**src/design/sog_pkg.sv**
```systemverilog
// Shared types, constants and helper functions of the sub-octave generator.
`timescale 1ns / 1ps

package sog_pkg;

  // Working precision: products and sums live in a 40-bit accumulator.
  localparam int ACC_W = 40;

  // Microprogram counter width and the entry point of the final mix.
  localparam int PC_W = 5;
  localparam logic [PC_W-1:0] MIX_PC = 5'd22;

  // Configuration port.
  localparam int CFG_ADDR_W = 3;
  localparam int CFG_DATA_W = 32;

  localparam logic [CFG_ADDR_W-1:0] CFG_EQ_COEFF   = 3'd0;
  localparam logic [CFG_ADDR_W-1:0] CFG_DC_STEP    = 3'd1;
  localparam logic [CFG_ADDR_W-1:0] CFG_BASS_TRIM  = 3'd2;
  localparam logic [CFG_ADDR_W-1:0] CFG_SUB_GAIN   = 3'd3;
  localparam logic [CFG_ADDR_W-1:0] CFG_WET_GAIN   = 3'd4;
  localparam logic [CFG_ADDR_W-1:0] CFG_DRY_GAIN   = 3'd5;
  localparam logic [CFG_ADDR_W-1:0] CFG_LIGHT_MODE = 3'd6;

  // Unity in unsigned Q1.30.
  localparam logic [30:0] ONE_Q30 = 31'h4000_0000;

  localparam logic signed [ACC_W-1:0] S32_MAX = 40'sd2147483647;
  localparam logic signed [ACC_W-1:0] S32_MIN = -40'sd2147483648;

  typedef struct packed {
    logic [30:0] eq_coeff;
    logic [30:0] dc_step;
    logic [31:0] bass_trim;
    logic [31:0] sub_gain;
    logic [30:0] wet_gain;
    logic [30:0] dry_gain;
    logic        light_mode;
  } cfg_t;

  // Multiplier operand A (signed state or temporary).
  typedef enum logic [2:0] {
    A_LP, A_INTEG, A_F1, A_F2, A_XQ, A_TMP, A_AV
  } opa_e;

  // Multiplier operand B (coefficient, or the working value a for the cube).
  typedef enum logic [2:0] {
    B_REMAIN, B_EQ, B_SUBG, B_BASS, B_DRY, B_WET, B_AV
  } opb_e;

  typedef enum logic [2:0] {
    ACC_NOP, ACC_LDP, ACC_ADDP, ACC_SUBP, ACC_LDA, ACC_DC
  } acc_e;

  // Source of a direct accumulator load.
  typedef enum logic [1:0] {
    L_XQ, L_INTEG, L_AV
  } lds_e;

  // Destination of the saturated accumulator result.
  typedef enum logic [2:0] {
    D_NONE, D_LPR, D_TMP, D_AV, D_INTEG, D_F1, D_F2, D_OUT
  } dst_e;

  typedef enum logic [1:0] {
    FL_NEXT, FL_LIGHT, FL_END
  } flow_e;

  typedef struct packed {
    logic  ldx;
    logic  mul_en;
    opa_e  a_sel;
    opb_e  b_sel;
    logic  sh28;
    acc_e  acc_op;
    lds_e  ld_sel;
    dst_e  dst;
    flow_e flow;
  } ucode_t;

  function automatic ucode_t uw(logic ldx, logic mul_en, opa_e a_sel, opb_e b_sel,
                                logic sh28, acc_e acc_op, lds_e ld_sel, dst_e dst,
                                flow_e flow);
    ucode_t w;
    w.ldx    = ldx;
    w.mul_en = mul_en;
    w.a_sel  = a_sel;
    w.b_sel  = b_sel;
    w.sh28   = sh28;
    w.acc_op = acc_op;
    w.ld_sel = ld_sel;
    w.dst    = dst;
    w.flow   = flow;
    return w;
  endfunction

  // Saturate an accumulator value to signed 32 bits.
  function automatic logic signed [31:0] sat32(logic signed [ACC_W-1:0] v);
    logic signed [ACC_W-1:0] c;
    if (v > S32_MAX) begin
      c = S32_MAX;
    end else if (v < S32_MIN) begin
      c = S32_MIN;
    end else begin
      c = v;
    end
    return $signed(c[31:0]);
  endfunction

endpackage

```
**src/design/sog_ucode_rom.sv**
```systemverilog
// Microprogram of one channel: one control word per step.
`timescale 1ns / 1ps

module sog_ucode_rom (
  input  logic [sog_pkg::PC_W-1:0] pc_i,
  output sog_pkg::ucode_t          ctrl_o
);

  // A multiply issued in one step is consumed by the accumulator in the next.
  always_comb begin
    case (pc_i)
      // Input lowpass: d = lp*(1-eq) + xq*eq, then rectify with the octave flag.
      5'd0: ctrl_o = sog_pkg::uw(1'b1, 1'b1, sog_pkg::A_LP, sog_pkg::B_REMAIN, 1'b0,
                                 sog_pkg::ACC_NOP, sog_pkg::L_XQ, sog_pkg::D_NONE,
                                 sog_pkg::FL_NEXT);
      5'd1: ctrl_o = sog_pkg::uw(1'b0, 1'b1, sog_pkg::A_XQ, sog_pkg::B_EQ, 1'b0,
                                 sog_pkg::ACC_LDP, sog_pkg::L_XQ, sog_pkg::D_NONE,
                                 sog_pkg::FL_NEXT);
      5'd2: ctrl_o = sog_pkg::uw(1'b0, 1'b0, sog_pkg::A_XQ, sog_pkg::B_EQ, 1'b0,
                                 sog_pkg::ACC_ADDP, sog_pkg::L_XQ, sog_pkg::D_LPR,
                                 sog_pkg::FL_NEXT);
      // t = rect*sub_gain + xq
      5'd3: ctrl_o = sog_pkg::uw(1'b0, 1'b1, sog_pkg::A_TMP, sog_pkg::B_SUBG, 1'b0,
                                 sog_pkg::ACC_LDA, sog_pkg::L_XQ, sog_pkg::D_NONE,
                                 sog_pkg::FL_NEXT);
      5'd4: ctrl_o = sog_pkg::uw(1'b0, 1'b0, sog_pkg::A_TMP, sog_pkg::B_SUBG, 1'b0,
                                 sog_pkg::ACC_ADDP, sog_pkg::L_XQ, sog_pkg::D_TMP,
                                 sog_pkg::FL_NEXT);
      // a = integ + t*eq
      5'd5: ctrl_o = sog_pkg::uw(1'b0, 1'b1, sog_pkg::A_TMP, sog_pkg::B_EQ, 1'b0,
                                 sog_pkg::ACC_LDA, sog_pkg::L_INTEG, sog_pkg::D_NONE,
                                 sog_pkg::FL_NEXT);
      5'd6: ctrl_o = sog_pkg::uw(1'b0, 1'b0, sog_pkg::A_TMP, sog_pkg::B_EQ, 1'b0,
                                 sog_pkg::ACC_ADDP, sog_pkg::L_XQ, sog_pkg::D_AV,
                                 sog_pkg::FL_NEXT);
      // Cube in Q4.28: (a*a) then (a*a)*a.
      5'd7: ctrl_o = sog_pkg::uw(1'b0, 1'b1, sog_pkg::A_AV, sog_pkg::B_AV, 1'b1,
                                 sog_pkg::ACC_NOP, sog_pkg::L_XQ, sog_pkg::D_NONE,
                                 sog_pkg::FL_NEXT);
      5'd8: ctrl_o = sog_pkg::uw(1'b0, 1'b0, sog_pkg::A_AV, sog_pkg::B_AV, 1'b1,
                                 sog_pkg::ACC_LDP, sog_pkg::L_XQ, sog_pkg::D_TMP,
                                 sog_pkg::FL_NEXT);
      5'd9: ctrl_o = sog_pkg::uw(1'b0, 1'b1, sog_pkg::A_TMP, sog_pkg::B_AV, 1'b1,
                                 sog_pkg::ACC_NOP, sog_pkg::L_XQ, sog_pkg::D_NONE,
                                 sog_pkg::FL_NEXT);
      5'd10: ctrl_o = sog_pkg::uw(1'b0, 1'b0, sog_pkg::A_TMP, sog_pkg::B_AV, 1'b1,
                                  sog_pkg::ACC_LDP, sog_pkg::L_XQ, sog_pkg::D_TMP,
                                  sog_pkg::FL_NEXT);
      // a = a - cube*eq, then the pull toward zero.
      5'd11: ctrl_o = sog_pkg::uw(1'b0, 1'b1, sog_pkg::A_TMP, sog_pkg::B_EQ, 1'b0,
                                  sog_pkg::ACC_LDA, sog_pkg::L_AV, sog_pkg::D_NONE,
                                  sog_pkg::FL_NEXT);
      5'd12: ctrl_o = sog_pkg::uw(1'b0, 1'b0, sog_pkg::A_TMP, sog_pkg::B_EQ, 1'b0,
                                  sog_pkg::ACC_SUBP, sog_pkg::L_XQ, sog_pkg::D_NONE,
                                  sog_pkg::FL_NEXT);
      5'd13: ctrl_o = sog_pkg::uw(1'b0, 1'b0, sog_pkg::A_TMP, sog_pkg::B_EQ, 1'b0,
                                  sog_pkg::ACC_DC, sog_pkg::L_XQ, sog_pkg::D_INTEG,
                                  sog_pkg::FL_NEXT);
      // Bass trim.
      5'd14: ctrl_o = sog_pkg::uw(1'b0, 1'b1, sog_pkg::A_INTEG, sog_pkg::B_BASS, 1'b0,
                                  sog_pkg::ACC_NOP, sog_pkg::L_XQ, sog_pkg::D_NONE,
                                  sog_pkg::FL_NEXT);
      5'd15: ctrl_o = sog_pkg::uw(1'b0, 1'b0, sog_pkg::A_INTEG, sog_pkg::B_BASS, 1'b0,
                                  sog_pkg::ACC_LDP, sog_pkg::L_XQ, sog_pkg::D_TMP,
                                  sog_pkg::FL_NEXT);
      // First output lowpass; light mode skips the second.
      5'd16: ctrl_o = sog_pkg::uw(1'b0, 1'b1, sog_pkg::A_F1, sog_pkg::B_REMAIN, 1'b0,
                                  sog_pkg::ACC_NOP, sog_pkg::L_XQ, sog_pkg::D_NONE,
                                  sog_pkg::FL_NEXT);
      5'd17: ctrl_o = sog_pkg::uw(1'b0, 1'b1, sog_pkg::A_TMP, sog_pkg::B_EQ, 1'b0,
                                  sog_pkg::ACC_LDP, sog_pkg::L_XQ, sog_pkg::D_NONE,
                                  sog_pkg::FL_NEXT);
      5'd18: ctrl_o = sog_pkg::uw(1'b0, 1'b0, sog_pkg::A_TMP, sog_pkg::B_EQ, 1'b0,
                                  sog_pkg::ACC_ADDP, sog_pkg::L_XQ, sog_pkg::D_F1,
                                  sog_pkg::FL_LIGHT);
      // Second output lowpass.
      5'd19: ctrl_o = sog_pkg::uw(1'b0, 1'b1, sog_pkg::A_F2, sog_pkg::B_REMAIN, 1'b0,
                                  sog_pkg::ACC_NOP, sog_pkg::L_XQ, sog_pkg::D_NONE,
                                  sog_pkg::FL_NEXT);
      5'd20: ctrl_o = sog_pkg::uw(1'b0, 1'b1, sog_pkg::A_F1, sog_pkg::B_EQ, 1'b0,
                                  sog_pkg::ACC_LDP, sog_pkg::L_XQ, sog_pkg::D_NONE,
                                  sog_pkg::FL_NEXT);
      5'd21: ctrl_o = sog_pkg::uw(1'b0, 1'b0, sog_pkg::A_F1, sog_pkg::B_EQ, 1'b0,
                                  sog_pkg::ACC_ADDP, sog_pkg::L_XQ, sog_pkg::D_F2,
                                  sog_pkg::FL_NEXT);
      // Wet and dry mix.
      5'd22: ctrl_o = sog_pkg::uw(1'b0, 1'b1, sog_pkg::A_XQ, sog_pkg::B_DRY, 1'b0,
                                  sog_pkg::ACC_NOP, sog_pkg::L_XQ, sog_pkg::D_NONE,
                                  sog_pkg::FL_NEXT);
      5'd23: ctrl_o = sog_pkg::uw(1'b0, 1'b1, sog_pkg::A_TMP, sog_pkg::B_WET, 1'b0,
                                  sog_pkg::ACC_LDP, sog_pkg::L_XQ, sog_pkg::D_NONE,
                                  sog_pkg::FL_NEXT);
      5'd24: ctrl_o = sog_pkg::uw(1'b0, 1'b0, sog_pkg::A_TMP, sog_pkg::B_WET, 1'b0,
                                  sog_pkg::ACC_ADDP, sog_pkg::L_XQ, sog_pkg::D_OUT,
                                  sog_pkg::FL_END);
      default: ctrl_o = sog_pkg::uw(1'b0, 1'b0, sog_pkg::A_XQ, sog_pkg::B_EQ, 1'b0,
                                    sog_pkg::ACC_NOP, sog_pkg::L_XQ, sog_pkg::D_NONE,
                                    sog_pkg::FL_END);
    endcase
  end

endmodule

```
**src/design/sog_datapath.sv**
```systemverilog
// Datapath: shared multiplier, accumulator, temporaries and per-channel filter state.
`timescale 1ns / 1ps

module sog_datapath #(
  parameter int SAMPLE_BITS = 24,
  parameter int CHANNELS    = 2
) (
  input  logic                          clk_i,
  input  logic                          rst_ni,
  input  logic                          step_en_i,
  input  logic                          ch_i,
  input  sog_pkg::ucode_t               ctrl_i,
  input  sog_pkg::cfg_t                 cfg_i,
  input  logic signed [SAMPLE_BITS-1:0] sample_i,
  output logic signed [SAMPLE_BITS-1:0] out_o,
  output logic signed [SAMPLE_BITS-1:0] left_o
);

  localparam int ACC_W = sog_pkg::ACC_W;
  localparam int LSH   = (SAMPLE_BITS <= 29) ? 29 - SAMPLE_BITS : 0;
  localparam int RSH   = (SAMPLE_BITS > 29) ? SAMPLE_BITS - 29 : 0;
  localparam logic signed [47:0] OUT_MAX = (48'sd1 <<< (SAMPLE_BITS - 1)) - 48'sd1;
  localparam logic signed [47:0] OUT_MIN = -OUT_MAX - 48'sd1;

  // Per-channel state.
  logic signed [31:0] lp_q    [CHANNELS];
  logic signed [31:0] integ_q [CHANNELS];
  logic signed [31:0] f1_q    [CHANNELS];
  logic signed [31:0] f2_q    [CHANNELS];
  logic               below_q [CHANNELS];
  logic               flag_q  [CHANNELS];

  // Working registers.
  logic signed [31:0]      xq_q, tmp_q, av_q;
  logic signed [64:0]      prod_q;
  logic                    sh28_q;
  logic signed [ACC_W-1:0] acc_q, acc_d;
  logic signed [SAMPLE_BITS-1:0] left_q;

  logic signed [31:0] lp_rd, integ_rd, f1_rd, f2_rd;
  logic               flag_rd;
  logic [30:0]        eq_c, remain;
  logic signed [31:0] opa, opl, xq_d, res32, absd, rect;
  logic signed [32:0] opb;
  logic signed [64:0] prod_d, p_sh;
  logic signed [ACC_W-1:0] pval, s_acc, dc_ext;
  logic signed [47:0] so_w, so_sat;
  logic               x_pos;

  // A single-channel build reads entry zero only.
  assign lp_rd    = (ch_i && (CHANNELS > 1)) ? lp_q[CHANNELS-1]    : lp_q[0];
  assign integ_rd = (ch_i && (CHANNELS > 1)) ? integ_q[CHANNELS-1] : integ_q[0];
  assign f1_rd    = (ch_i && (CHANNELS > 1)) ? f1_q[CHANNELS-1]    : f1_q[0];
  assign f2_rd    = (ch_i && (CHANNELS > 1)) ? f2_q[CHANNELS-1]    : f2_q[0];
  assign flag_rd  = (ch_i && (CHANNELS > 1)) ? flag_q[CHANNELS-1]  : flag_q[0];

  // A coefficient above one is used as one, so the remainder stays non-negative.
  assign eq_c   = (cfg_i.eq_coeff > sog_pkg::ONE_Q30) ? sog_pkg::ONE_Q30 : cfg_i.eq_coeff;
  assign remain = sog_pkg::ONE_Q30 - eq_c;

  assign xq_d  = (32'(sample_i) <<< LSH) >>> RSH;
  assign x_pos = !sample_i[SAMPLE_BITS-1] && (sample_i != '0);

  always_comb begin
    case (ctrl_i.a_sel)
      sog_pkg::A_LP:    opa = lp_rd;
      sog_pkg::A_INTEG: opa = integ_rd;
      sog_pkg::A_F1:    opa = f1_rd;
      sog_pkg::A_F2:    opa = f2_rd;
      sog_pkg::A_XQ:    opa = xq_q;
      sog_pkg::A_TMP:   opa = tmp_q;
      sog_pkg::A_AV:    opa = av_q;
      default:          opa = xq_q;
    endcase
  end

  always_comb begin
    case (ctrl_i.b_sel)
      sog_pkg::B_REMAIN: opb = $signed({2'b00, remain});
      sog_pkg::B_EQ:     opb = $signed({2'b00, eq_c});
      sog_pkg::B_SUBG:   opb = $signed({1'b0, cfg_i.sub_gain});
      sog_pkg::B_BASS:   opb = $signed({1'b0, cfg_i.bass_trim});
      sog_pkg::B_DRY:    opb = $signed({2'b00, cfg_i.dry_gain});
      sog_pkg::B_WET:    opb = $signed({2'b00, cfg_i.wet_gain});
      sog_pkg::B_AV:     opb = 33'(av_q);
      default:           opb = $signed({2'b00, eq_c});
    endcase
  end

  always_comb begin
    case (ctrl_i.ld_sel)
      sog_pkg::L_XQ:    opl = xq_q;
      sog_pkg::L_INTEG: opl = integ_rd;
      sog_pkg::L_AV:    opl = av_q;
      default:          opl = xq_q;
    endcase
  end

  assign prod_d = opa * opb;

  // Arithmetic shift of the registered product rounds toward minus infinity.
  assign p_sh = sh28_q ? (prod_q >>> 28) : (prod_q >>> 30);
  assign pval = $signed(p_sh[ACC_W-1:0]);

  assign s_acc  = ACC_W'(sog_pkg::sat32(acc_q));
  assign dc_ext = $signed({{(ACC_W-29){1'b0}}, cfg_i.dc_step[30:2]});

  always_comb begin
    case (ctrl_i.acc_op)
      sog_pkg::ACC_NOP:  acc_d = acc_q;
      sog_pkg::ACC_LDP:  acc_d = pval;
      sog_pkg::ACC_ADDP: acc_d = acc_q + pval;
      sog_pkg::ACC_SUBP: acc_d = acc_q - pval;
      sog_pkg::ACC_LDA:  acc_d = ACC_W'(opl);
      // An integrator at exactly zero is pulled upward.
      sog_pkg::ACC_DC:   acc_d = (s_acc > 0) ? s_acc - dc_ext : s_acc + dc_ext;
      default:           acc_d = acc_q;
    endcase
  end

  assign res32 = sog_pkg::sat32(acc_d);

  // Full-wave rectify, then apply the sign of the divide-by-two flag.
  assign absd = (res32 == 32'sh8000_0000) ? 32'sh7FFF_FFFF :
                (res32[31] ? -res32 : res32);
  assign rect = flag_rd ? absd : -absd;

  // The mix goes to the sample format without the 32-bit clamp.
  assign so_w   = (48'(acc_d) >>> LSH) <<< RSH;
  assign so_sat = (so_w > OUT_MAX) ? OUT_MAX : ((so_w < OUT_MIN) ? OUT_MIN : so_w);
  assign out_o  = $signed(so_sat[SAMPLE_BITS-1:0]);
  assign left_o = left_q;

  always_ff @(posedge clk_i) begin
    if (step_en_i) begin
      acc_q <= acc_d;
      if (ctrl_i.mul_en) begin
        prod_q <= prod_d;
        sh28_q <= ctrl_i.sh28;
      end
      if (ctrl_i.ldx) begin
        xq_q <= xq_d;
      end
      case (ctrl_i.dst)
        sog_pkg::D_LPR: tmp_q <= rect;
        sog_pkg::D_TMP,
        sog_pkg::D_F1,
        sog_pkg::D_F2:  tmp_q <= res32;
        sog_pkg::D_AV:  av_q  <= res32;
        sog_pkg::D_OUT: begin
          if (!ch_i) begin
            left_q <= out_o;
          end
        end
        default: ;
      endcase
    end
  end

  for (genvar i = 0; i < CHANNELS; i++) begin : g_ch
    logic wr;
    assign wr = step_en_i && (ch_i == 1'(i));

    always_ff @(posedge clk_i or negedge rst_ni) begin
      if (!rst_ni) begin
        lp_q[i]    <= '0;
        integ_q[i] <= '0;
        f1_q[i]    <= '0;
        f2_q[i]    <= '0;
        below_q[i] <= 1'b0;
        flag_q[i]  <= 1'b0;
      end else if (wr) begin
        if (ctrl_i.ldx) begin
          // A rising zero crossing toggles the octave flag; zero counts as below.
          if (x_pos) begin
            if (below_q[i]) begin
              flag_q[i] <= !flag_q[i];
            end
            below_q[i] <= 1'b0;
          end else begin
            below_q[i] <= 1'b1;
          end
        end
        case (ctrl_i.dst)
          sog_pkg::D_LPR:   lp_q[i]    <= res32;
          sog_pkg::D_INTEG: integ_q[i] <= res32;
          sog_pkg::D_F1:    f1_q[i]    <= res32;
          sog_pkg::D_F2:    f2_q[i]    <= res32;
          default: ;
        endcase
      end
    end
  end

endmodule

```
**src/design/sub_octave_generator_top.sv**
```systemverilog
// Top level of the sub-octave generator: stream ports, configuration, step sequencer.
// Each beat runs the microprogram once per processed channel pass, i.e. once in mono
//   and twice in stereo; light mode saves 3 steps per channel.
// A new beat is taken only once the previous one is finished; the rate is
//   set by the microprogram length on the one shared 32x33 multiplier.
// Reset: rst_ni clears the configuration, sequencer, filter state and the handshake asynchronously.
`timescale 1ns / 1ps

module sub_octave_generator_top #(
  parameter int SAMPLE_BITS = 24,
  parameter int CHANNELS    = 2
) (
  input  logic                             clk_i,
  input  logic                             rst_ni,
  // Configuration write port.
  input  logic                             cfg_we_i,
  input  logic [sog_pkg::CFG_ADDR_W-1:0]   cfg_addr_i,
  input  logic [sog_pkg::CFG_DATA_W-1:0]   cfg_wdata_i,
  // Input stream.
  input  logic                             s_axis_tvalid_i,
  output logic                             s_axis_tready_o,
  // tdata fields from bit 0: left_sample, right_sample, zero fill to whole bytes.
  input  logic [((2*SAMPLE_BITS+7)/8)*8-1:0] s_axis_tdata_i,
  // tuser fields from bit 0: stereo.
  input  logic                             s_axis_tuser_i,
  // Output stream.
  output logic                             m_axis_tvalid_o,
  input  logic                             m_axis_tready_i,
  // tdata fields from bit 0: left_out, right_out, zero fill to whole bytes.
  output logic [((2*SAMPLE_BITS+7)/8)*8-1:0] m_axis_tdata_o
);

  localparam int DATA_W = ((2 * SAMPLE_BITS + 7) / 8) * 8;
  localparam int PC_W   = sog_pkg::PC_W;

  // The block works on one beat at a time. A beat is taken while idle, even if the
  // previous result still waits in the output register; the last microstep stalls
  // until that register is free. Each channel runs the same microprogram: the
  // step counter walks the control store, the light-mode jump skips the second
  // lowpass, and the end step either restarts for the right channel or finishes.

  sog_pkg::cfg_t   cfg_q;
  sog_pkg::ucode_t ctrl;

  logic            busy_q, busy_d;
  logic [PC_W-1:0] pc_q, pc_d;
  logic            ch_q, ch_d;
  logic            stereo_q;
  logic signed [SAMPLE_BITS-1:0] left_in_q, right_in_q;
  logic            m_valid_q, m_valid_d;
  logic signed [SAMPLE_BITS-1:0] m_left_q, m_left_d, m_right_q, m_right_d;

  logic accept, out_free, more, step_en, finish;
  logic signed [SAMPLE_BITS-1:0] dp_out, dp_left, dp_sample;

  assign s_axis_tready_o = !busy_q;
  assign accept          = s_axis_tvalid_i && !busy_q;
  assign out_free        = !m_valid_q || m_axis_tready_i;

  // Stereo runs the microprogram a second time on the right channel.
  assign more    = !ch_q && stereo_q && (CHANNELS > 1);
  assign step_en = busy_q && !((ctrl.flow == sog_pkg::FL_END) && !more && !out_free);
  assign finish  = step_en && (ctrl.flow == sog_pkg::FL_END) && !more;

  assign dp_sample = ch_q ? right_in_q : left_in_q;

  sog_ucode_rom u_rom (
    .pc_i   (pc_q),
    .ctrl_o (ctrl)
  );

  sog_datapath #(
    .SAMPLE_BITS (SAMPLE_BITS),
    .CHANNELS    (CHANNELS)
  ) u_datapath (
    .clk_i     (clk_i),
    .rst_ni    (rst_ni),
    .step_en_i (step_en),
    .ch_i      (ch_q),
    .ctrl_i    (ctrl),
    .cfg_i     (cfg_q),
    .sample_i  (dp_sample),
    .out_o     (dp_out),
    .left_o    (dp_left)
  );

  // Configuration registers; an index beyond the list is ignored.
  always_ff @(posedge clk_i or negedge rst_ni) begin
    if (!rst_ni) begin
      cfg_q <= '0;
    end else if (cfg_we_i) begin
      case (cfg_addr_i)
        sog_pkg::CFG_EQ_COEFF:   cfg_q.eq_coeff   <= cfg_wdata_i[30:0];
        sog_pkg::CFG_DC_STEP:    cfg_q.dc_step    <= cfg_wdata_i[30:0];
        sog_pkg::CFG_BASS_TRIM:  cfg_q.bass_trim  <= cfg_wdata_i;
        sog_pkg::CFG_SUB_GAIN:   cfg_q.sub_gain   <= cfg_wdata_i;
        sog_pkg::CFG_WET_GAIN:   cfg_q.wet_gain   <= cfg_wdata_i[30:0];
        sog_pkg::CFG_DRY_GAIN:   cfg_q.dry_gain   <= cfg_wdata_i[30:0];
        sog_pkg::CFG_LIGHT_MODE: cfg_q.light_mode <= cfg_wdata_i[0];
        default: ;
      endcase
    end
  end

  // Step sequencer.
  always_comb begin
    busy_d = busy_q;
    pc_d   = pc_q;
    ch_d   = ch_q;
    if (accept) begin
      busy_d = 1'b1;
      pc_d   = '0;
      ch_d   = 1'b0;
    end else if (step_en) begin
      case (ctrl.flow)
        sog_pkg::FL_NEXT:  pc_d = pc_q + 1'b1;
        sog_pkg::FL_LIGHT: pc_d = cfg_q.light_mode ? sog_pkg::MIX_PC : pc_q + 1'b1;
        sog_pkg::FL_END: begin
          if (more) begin
            pc_d = '0;
            ch_d = 1'b1;
          end else begin
            busy_d = 1'b0;
          end
        end
        default: pc_d = pc_q + 1'b1;
      endcase
    end
  end

  // Output register. In mono the right sample passes through unchanged.
  always_comb begin
    m_valid_d = m_valid_q;
    m_left_d  = m_left_q;
    m_right_d = m_right_q;
    if (finish) begin
      m_valid_d = 1'b1;
      m_left_d  = ch_q ? dp_left : dp_out;
      m_right_d = ch_q ? dp_out : right_in_q;
    end else if (m_valid_q && m_axis_tready_i) begin
      m_valid_d = 1'b0;
    end
  end

  always_ff @(posedge clk_i or negedge rst_ni) begin
    if (!rst_ni) begin
      busy_q    <= 1'b0;
      pc_q      <= '0;
      ch_q      <= 1'b0;
      m_valid_q <= 1'b0;
    end else begin
      busy_q    <= busy_d;
      pc_q      <= pc_d;
      ch_q      <= ch_d;
      m_valid_q <= m_valid_d;
    end
  end

  always_ff @(posedge clk_i) begin
    if (accept) begin
      left_in_q  <= $signed(s_axis_tdata_i[SAMPLE_BITS-1:0]);
      right_in_q <= $signed(s_axis_tdata_i[2*SAMPLE_BITS-1:SAMPLE_BITS]);
      stereo_q   <= s_axis_tuser_i;
    end
    m_left_q  <= m_left_d;
    m_right_q <= m_right_d;
  end

  assign m_axis_tvalid_o = m_valid_q;
  assign m_axis_tdata_o  = DATA_W'({m_right_q, m_left_q});

endmodule

```
**config.mk**
```make
export PLATFORM = sky130hd
export DESIGN_NAME = sub_octave_generator_top
export DESIGN_NICKNAME = d
export VERILOG_FILES = /design/src/design/sog_pkg.sv /design/src/design/sog_ucode_rom.sv /design/src/design/sog_datapath.sv /design/src/design/sub_octave_generator_top.sv
export SDC_FILE = /design/constraint.sdc
export NUM_CORES = 2
export LEC_CHECK = 0
export BUFFER_PORTS_ARGS = -buffer_cell sky130_fd_sc_hd__buf_4
export CAP_MARGIN = 5
export CORE_UTILIZATION = 30
export DETAILED_ROUTE_END_ITERATION = 10
export PLACE_DENSITY = 0.53
export RECOVER_POWER = 50
export SLEW_MARGIN = 20
export SYNTH_ARGS = -nofsm -noshare
export SYNTH_HDL_FRONTEND = slang
export SYNTH_SLANG_ARGS = --single-unit
```
**constraint.sdc**
```tcl
create_clock -name clk_i -period 22.6 [get_ports clk_i]
set_input_delay 4.52 -clock clk_i [delete_from_list [all_inputs] [get_ports clk_i]]
set_output_delay 4.52 -clock clk_i [all_outputs]
set_load 0.02 [all_outputs]
```
* Yosys cells after proc, flatten, opt, wreduce, memory -nomap -nowiden
Memories as Yosys holds them, arrays and structs flattened. Index checks and enable logic that the tools add are counted.
Word-level totals: register bits 772, bits in read-only memories 608, output and inout bits 50, word-level logic and storage cells 188, memories kept 1
Memory list:
- (name not given) | words 32, bits a word 19, rd ports 1, clocked after memory_dff 0, write ports 0, line sog_ucode_rom.sv:11 | case (pc_i)
Operators by class: add/subtract/negate cells 8, $mul 1, $lt $le $gt $ge 8, equality and inequality tests 35, multiplexer cells 41, bitwise operators 1, reductions and logical operators 58
Operators by type and width (count):
- 2-to-1 mux 32 bit | 11
- case mux 40 bit (5 select lines) | 1
- case mux 33 bit (6 select lines) | 1
- case mux 32 bit (6 select lines) | 1
- case mux 32 bit (2 select lines) | 2
- 2-to-1 mux 24 bit | 5
- greater-than comparator 40 x 32 -> 1 bit (second input constant) | 2
- < comparator 40 x 32 -> 1 bit (second input constant) | 2
- multiplier 32 x 33 -> 65 bit | 1
- negation 32 bit | 2
- AND reduction 2 bit | 23
- == test 3 bit (second input constant) | 14
- adder 40 x 37 -> 40 bit | 1
- 2-to-1 mux 40 bit | 1
- subtractor 40 x 37 -> 40 bit | 1
- 2-to-1 mux 36 bit | 1
- greater-than comparator 35 x 24 -> 1 bit (second input constant) | 1
- < comparator 35 x 24 -> 1 bit (second input constant) | 1
- adder 32 x 30 -> 33 bit | 1
- subtractor 32 x 30 -> 33 bit | 1
- == test 32 bit (second input constant) | 1
- greater-than comparator 32 x 1 -> 1 bit (second input constant) | 1
- greater-than comparator 31 bit (second input constant) | 1
- 2-to-1 mux 31 bit | 1
- other kinds (21) | 75

* Depth between registers and ports, before layout
word-level depth 15, gate-level depth with buffers 55, mapped depth without buffers 49

* By module
From an unflattened synthesis, not the netlist that was laid out.
Unflattened totals: cells, all modules 8529, area, all modules 79946.7 um2
Modules (own cells, without submodules):
- sog_datapath | times used 1, cells each 7803, area each 68026.5 um2, sequential area each 12211.7 um2
- sub_octave_generator_top | times used 1, cells each 633, area each 11274.6 um2, sequential area each 7842.5 um2
- sog_ucode_rom | times used 1, cells each 93, area each 645.6 um2, sequential area each 0.0 um2

* Worst setup path before layout
Ideal clock, no wire load.
path type flip-flop to flip-flop, start reg cfg_q[182] in the netlist's numbering, end reg u_datapath.prod_q[64] (data pin), arrival 12.367 ns, slack 9.973 ns, stages on the path, launching flop included 50, buffers on the path 6, clock period less this slack 12.627 ns, cell sequence dfrtp_1 clkbuf_1 or4_1 or2_2 o41ai_1 clkbuf_1 buf_1 buf_1 nand2_1 ha_1 buf_4 nor2b_1 o21ai_0 nand2b_1 nand2b_1 o21ai_0 a21oi_1 clkbuf_1 (+14 left out) ha_1 a21o_1 a21o_1 a21oi_1 nand2_1 a2111oi_0 nor2_1 o21bai_1 a21bo_2 a21o_1 o2bb2ai_1 a211o_1 nand2_1 o21ai_1 a311oi_1 o21ai_1 a21oi_1 xnor2_1
On the way: word-level cells in the longest chain between the ends 5
RTL lines:
- start, declared | line sub_octave_generator_top.sv:42 | sog_pkg::cfg_t cfg_q;
- greater-than comparator 31 bit | line sog_datapath.sv:58 | assign eq_c = (cfg_i.eq_coeff > sog_pkg::ONE_Q30) ? sog_pkg::ONE_Q30 : cfg_i.eq_coeff;
- 2-to-1 mux 31 bit * | line sog_datapath.sv:58
- subtractor 31 bit | line sog_datapath.sv:59 | assign remain = sog_pkg::ONE_Q30 - eq_c;
- case mux 33 bit (6 select lines) * | line sog_datapath.sv:78 | case (ctrl_i.b_sel)
- multiplier 32 x 33 -> 65 bit * | line sog_datapath.sv:99 | assign prod_d = opa * opb;
- via u_datapath.prod_d[64] | line sog_datapath.sv:45 | logic signed [64:0] prod_d, p_sh;
- end signal, assigned | line sog_datapath.sv:138 | prod_q <= prod_d;
- end, declared | line sog_datapath.sv:35 | logic signed [64:0] prod_q;
Mark *: on every way through the listed nets, which the timed path passes. The rest lies on a longest branch. A chain may end at the register's enable or synchronous reset.

* Final worst setup path
start reg pc_q[2], end reg u_datapath.tmp_q[22] (data pin)
On the way: word-level cells in the longest chain between the ends 13
RTL lines:
- start, declared | line sub_octave_generator_top.sv:46 | logic [PC_W-1:0] pc_q, pc_d;
- start signal, assigned | line sub_octave_generator_top.sv:153 | pc_q <= pc_d;
- memory read (32 x 19 bit) *
- == test 2 bit or == test 2 x 1 -> 1 bit (tied branches) | line sog_datapath.sv:91 | case (ctrl_i.ld_sel)
- case mux 32 bit (2 select lines) | line sog_datapath.sv:91
- case mux 40 bit (5 select lines) | line sog_datapath.sv:109 | case (ctrl_i.acc_op)
- < comparator 40 x 32 -> 1 bit | line sog_pkg.sv:102 | end else if (v < S32_MIN) begin
- 2-to-1 mux 32 bit | line sog_pkg.sv:102
- 2-to-1 mux 32 bit | line sog_pkg.sv:100 | if (v > S32_MAX) begin
- negation 32 bit | line sog_datapath.sv:125 | (res32[31] ? -res32 : res32);
- 2-to-1 mux 32 bit | line sog_datapath.sv:125
- 2-to-1 mux 32 bit | line sog_datapath.sv:124 | assign absd = (res32 == 32'sh8000_0000) ? 32'sh7FFF_FFFF :
- negation 32 bit | line sog_datapath.sv:126 | assign rect = flag_rd ? absd : -absd;
- 2-to-1 mux 32 bit | line sog_datapath.sv:126
- case mux 32 bit (2 select lines) * | line sog_datapath.sv:144 | case (ctrl_i.dst)
- end signal, assigned | line sog_datapath.sv:145 | sog_pkg::D_LPR: tmp_q <= rect;
- end signal, assigned | line sog_datapath.sv:148 | sog_pkg::D_F2: tmp_q <= res32;
- end, declared | line sog_datapath.sv:34 | logic signed [31:0] xq_q, tmp_q, av_q;
Mark *: on every way between the ends. The rest lies on a longest branch, timed or not.

==> results.sh <==
export IMPL_core_area_mm2=0.2627
export IMPL_place_gp_congestion=0.9518
export IMPL_netlist_instances=8506
export IMPL_std_cell_rows=188
export IMPL_die_area_mm2=0.2667
export IMPL_yosys_area_share_xor_xnor=0.01875
export IMPL_worstPathRequired_ns=23.07
export IMPL_route_detailed_drc=0
export IMPL_synthMuxAreaShare=0.06100
export IMPL_fin_worst_skew_ns=0.1186
export IMPL_synth_simple_gate_area_share=0.1388
export IMPL_critPathBufInv=11
export IMPL_synth_top_family_by_area="adder cells"
export IMPL_grt_usage=0.2167
export IMPL_min_period_over_period=0.6215
export IMPL_synth_edf_count=287
export IMPL_drtIter0Drc=6002
export IMPL_slew_violations=766
export IMPL_slowest_stage="clkbuf_1"
export IMPL_cts_tree="done"
export IMPL_dr_pass1_iters=9
export IMPL_cp_top_family="compound AO/OA/AOI/OAI gates"
export IMPL_clk_latency_ns=0.75
export IMPL_routed_via_density=5.256
export IMPL_synth_top_cell_area_share=0.2809
export IMPL_hold_path_class="reg2reg"
export IMPL_status="finished with violations"
export IMPL_vias=63092
export IMPL_grt_pass1_wl_um=432900
export IMPL_nets=9890
export IMPL_post_cts_buffers=0
export IMPL_cap_violations=21
export IMPL_yosys_warnings=0
export IMPL_synth_adder_area_share=0.3231
export IMPL_synthFlopType="dfrtp_1"
export IMPL_setup_viol=0
export IMPL_synth_cell_types=104
export IMPL_routedWlPerCell_um=23.96
export IMPL_grt_overflow=0
export IMPL_die_w_um=516.4
export IMPL_synth_top_cell_by_area="fa_1"
export IMPL_fin_crit_ns=14.05
export IMPL_synthesis_area_mm2=0.07940
export IMPL_synth_compound_area_frac=0.1211
export IMPL_rsz0062_at_grt="false"
export IMPL_cpPeakStageDelay_ns=1.64
export IMPL_syn_to_final_growth_pct=10.28
export IMPL_numPortBuffers=138
export IMPL_crit_arrival_ns=14.51
export IMPL_grt_max_degree=174
export IMPL_fill_cells=27045
export IMPL_htree_levels=3
export IMPL_cp_start_kind="flip-flop"
export IMPL_die_y_um=516.4
export IMPL_postRouteAntennaNets=0
export IMPL_synthTopCellsByCount="inv_1, nand2_1, fa_1"
export IMPL_synth_area_leaders="fa_1, dfrtp_1, edfxtp_1, inv_1, nand2_1"
export IMPL_cts_buffers=84
export IMPL_cts_sinks=742
export IMPL_ys_seq_elements=742
export IMPL_ctsHoldBuffers=0
export IMPL_ios=139
export IMPL_yosysMostFrequentCell="inv_1"
export IMPL_clockBufferDepth=3
export IMPL_clk_pin_slew_ns=0.06
export IMPL_antenna_found_initial=19
export IMPL_grt_pass1_vias=64553
export IMPL_start_util=0.3022
export IMPL_hpwl_um=222100
export IMPL_worst_pin_slew_ns=5.586
export IMPL_hold_viol=0
export IMPL_crit_type="reg2reg"
export IMPL_syn_nets=9977
export IMPL_worstSetupEndpointType="flip-flop"
export IMPL_synthArstFlopShare=0.6132
export IMPL_synth_seq_area_share=0.2520
export IMPL_drive_above_1_share=0.1038
export IMPL_crit_top_cell="buf_4"
export IMPL_violations="capacitance limit, slew limit"
export IMPL_ctsResizeCount=0
export IMPL_slew_headroom=-2.724
export IMPL_fmax_mhz=71.20
export IMPL_tns_ns=0
export IMPL_wl_um=287600
export IMPL_crit_fanout=56
export IMPL_cts_root_buf="clkbuf_16"
export IMPL_synth_avg_cell_area_um2=9.334
[cells by family (layout without fill, tap and decap cells)]
logic type,after synthesis,count (layout)
adders and majority gates,1382,1382
other,0,3
xor gates and xnor gates,170,170
buffers and inverters,1791,1770
and+or+nand+nor,2462,2462
AOI/OAI and AO/OA,1526,1526
DFF,742,742
muxes,433,433
[cells in the final DEF, fill, tap and decap left out, types with 193 or more instances in the layout]
| cell | n |
|---|---|
| fa_1 | 1114 |
| ha_1 | 268 |
| a21oi_1 | 370 |
| edfxtp_1 | 287 |
| nor2_1 | 453 |
| mux2_2 | 346 |
| nand2_1 | 1273 |
| buf_4 | 193 |
| o21ai_0 | 489 |
| inv_1 | 1295 |
| dfrtp_1 | 455 |
[layout make-up]
type                    count  area (µm²)  area share
clock buffers             116        2364     0.02699
flip-flops and latches    742       20000      0.2285
inverters                1300        4880     0.05573
diodes                      3       7.507  0.00008574
well taps                3515        4398     0.05023
clock inverters            36       465.4    0.005316
repair buffers            318        2138     0.02442
multi-input cells        5973       53300      0.6088
[worst paths after layout]
check	startpoint	to	slack (ns)	depth (start not counted)
worst max-delay path	pc_q[2]	u_datapath.tmp_q[22]	8.55	38
worst min-delay path	u_datapath.f2_q[18]	u_datapath.f2_q[18]	0.47	2
worst max register to register	pc_q[2]	u_datapath.tmp_q[22]	8.55	38
worst min register to register	u_datapath.f2_q[18]	u_datapath.f2_q[18]	0.47	2
max in group asynchronous	rst_ni	cfg_q[103]	9.27	4
min in group asynchronous	rst_ni	m_axis_tvalid_o	5.83	1
[metrics by stage]
step           setup WS [ns]  utilization  cells  hold WS [ns]  area (µm²)
2_1_floorplan          9.973            -   8506        0.4444       79400
4_1_cts                9.434       0.3344  11999        0.4780       87870
3_3_place_gp           9.547       0.3236  11847        0.4563       85030
5_1_grt                7.770       0.3332  12000        0.4878       87550
6_report               8.555       0.3332  12003        0.4737       87560
3_5_place_dp           9.413       0.3237  11847        0.4644       85040
[flip-flops by register name, indices dropped and copies added, names as in the netlist, 32 cells and up]
register / count
u_datapath.acc_q: 40
u_datapath.f2_q: 64
u_datapath.tmp_q: 32
u_datapath.av_q: 32
cfg_q: 187
u_datapath.integ_q: 64
u_datapath.prod_q: 37
u_datapath.lp_q: 64
u_datapath.f1_q: 64
[metal layers]
metal | GRT usage | wire length [µm] | up-vias
met5 | 0 | 97 | -
met4 | 0.07161 | 10690 | 16
met3 | 0.04194 | 22420 | 490
met2 | 0.3431 | 130700 | 2500
met1 | 0.2954 | 123700 | 32459
li1 | - | - | 27627
[tightest hold or removal path: stages, from the launching register on]
cell and delay, ns:
dfrtp_1 0.34, nand2_1 0.04, o21ai_0 0.06
Power is left out: the tool's default activity adds up to more than one toggle a clock period on the data nets, which glitch-free logic cannot reach.
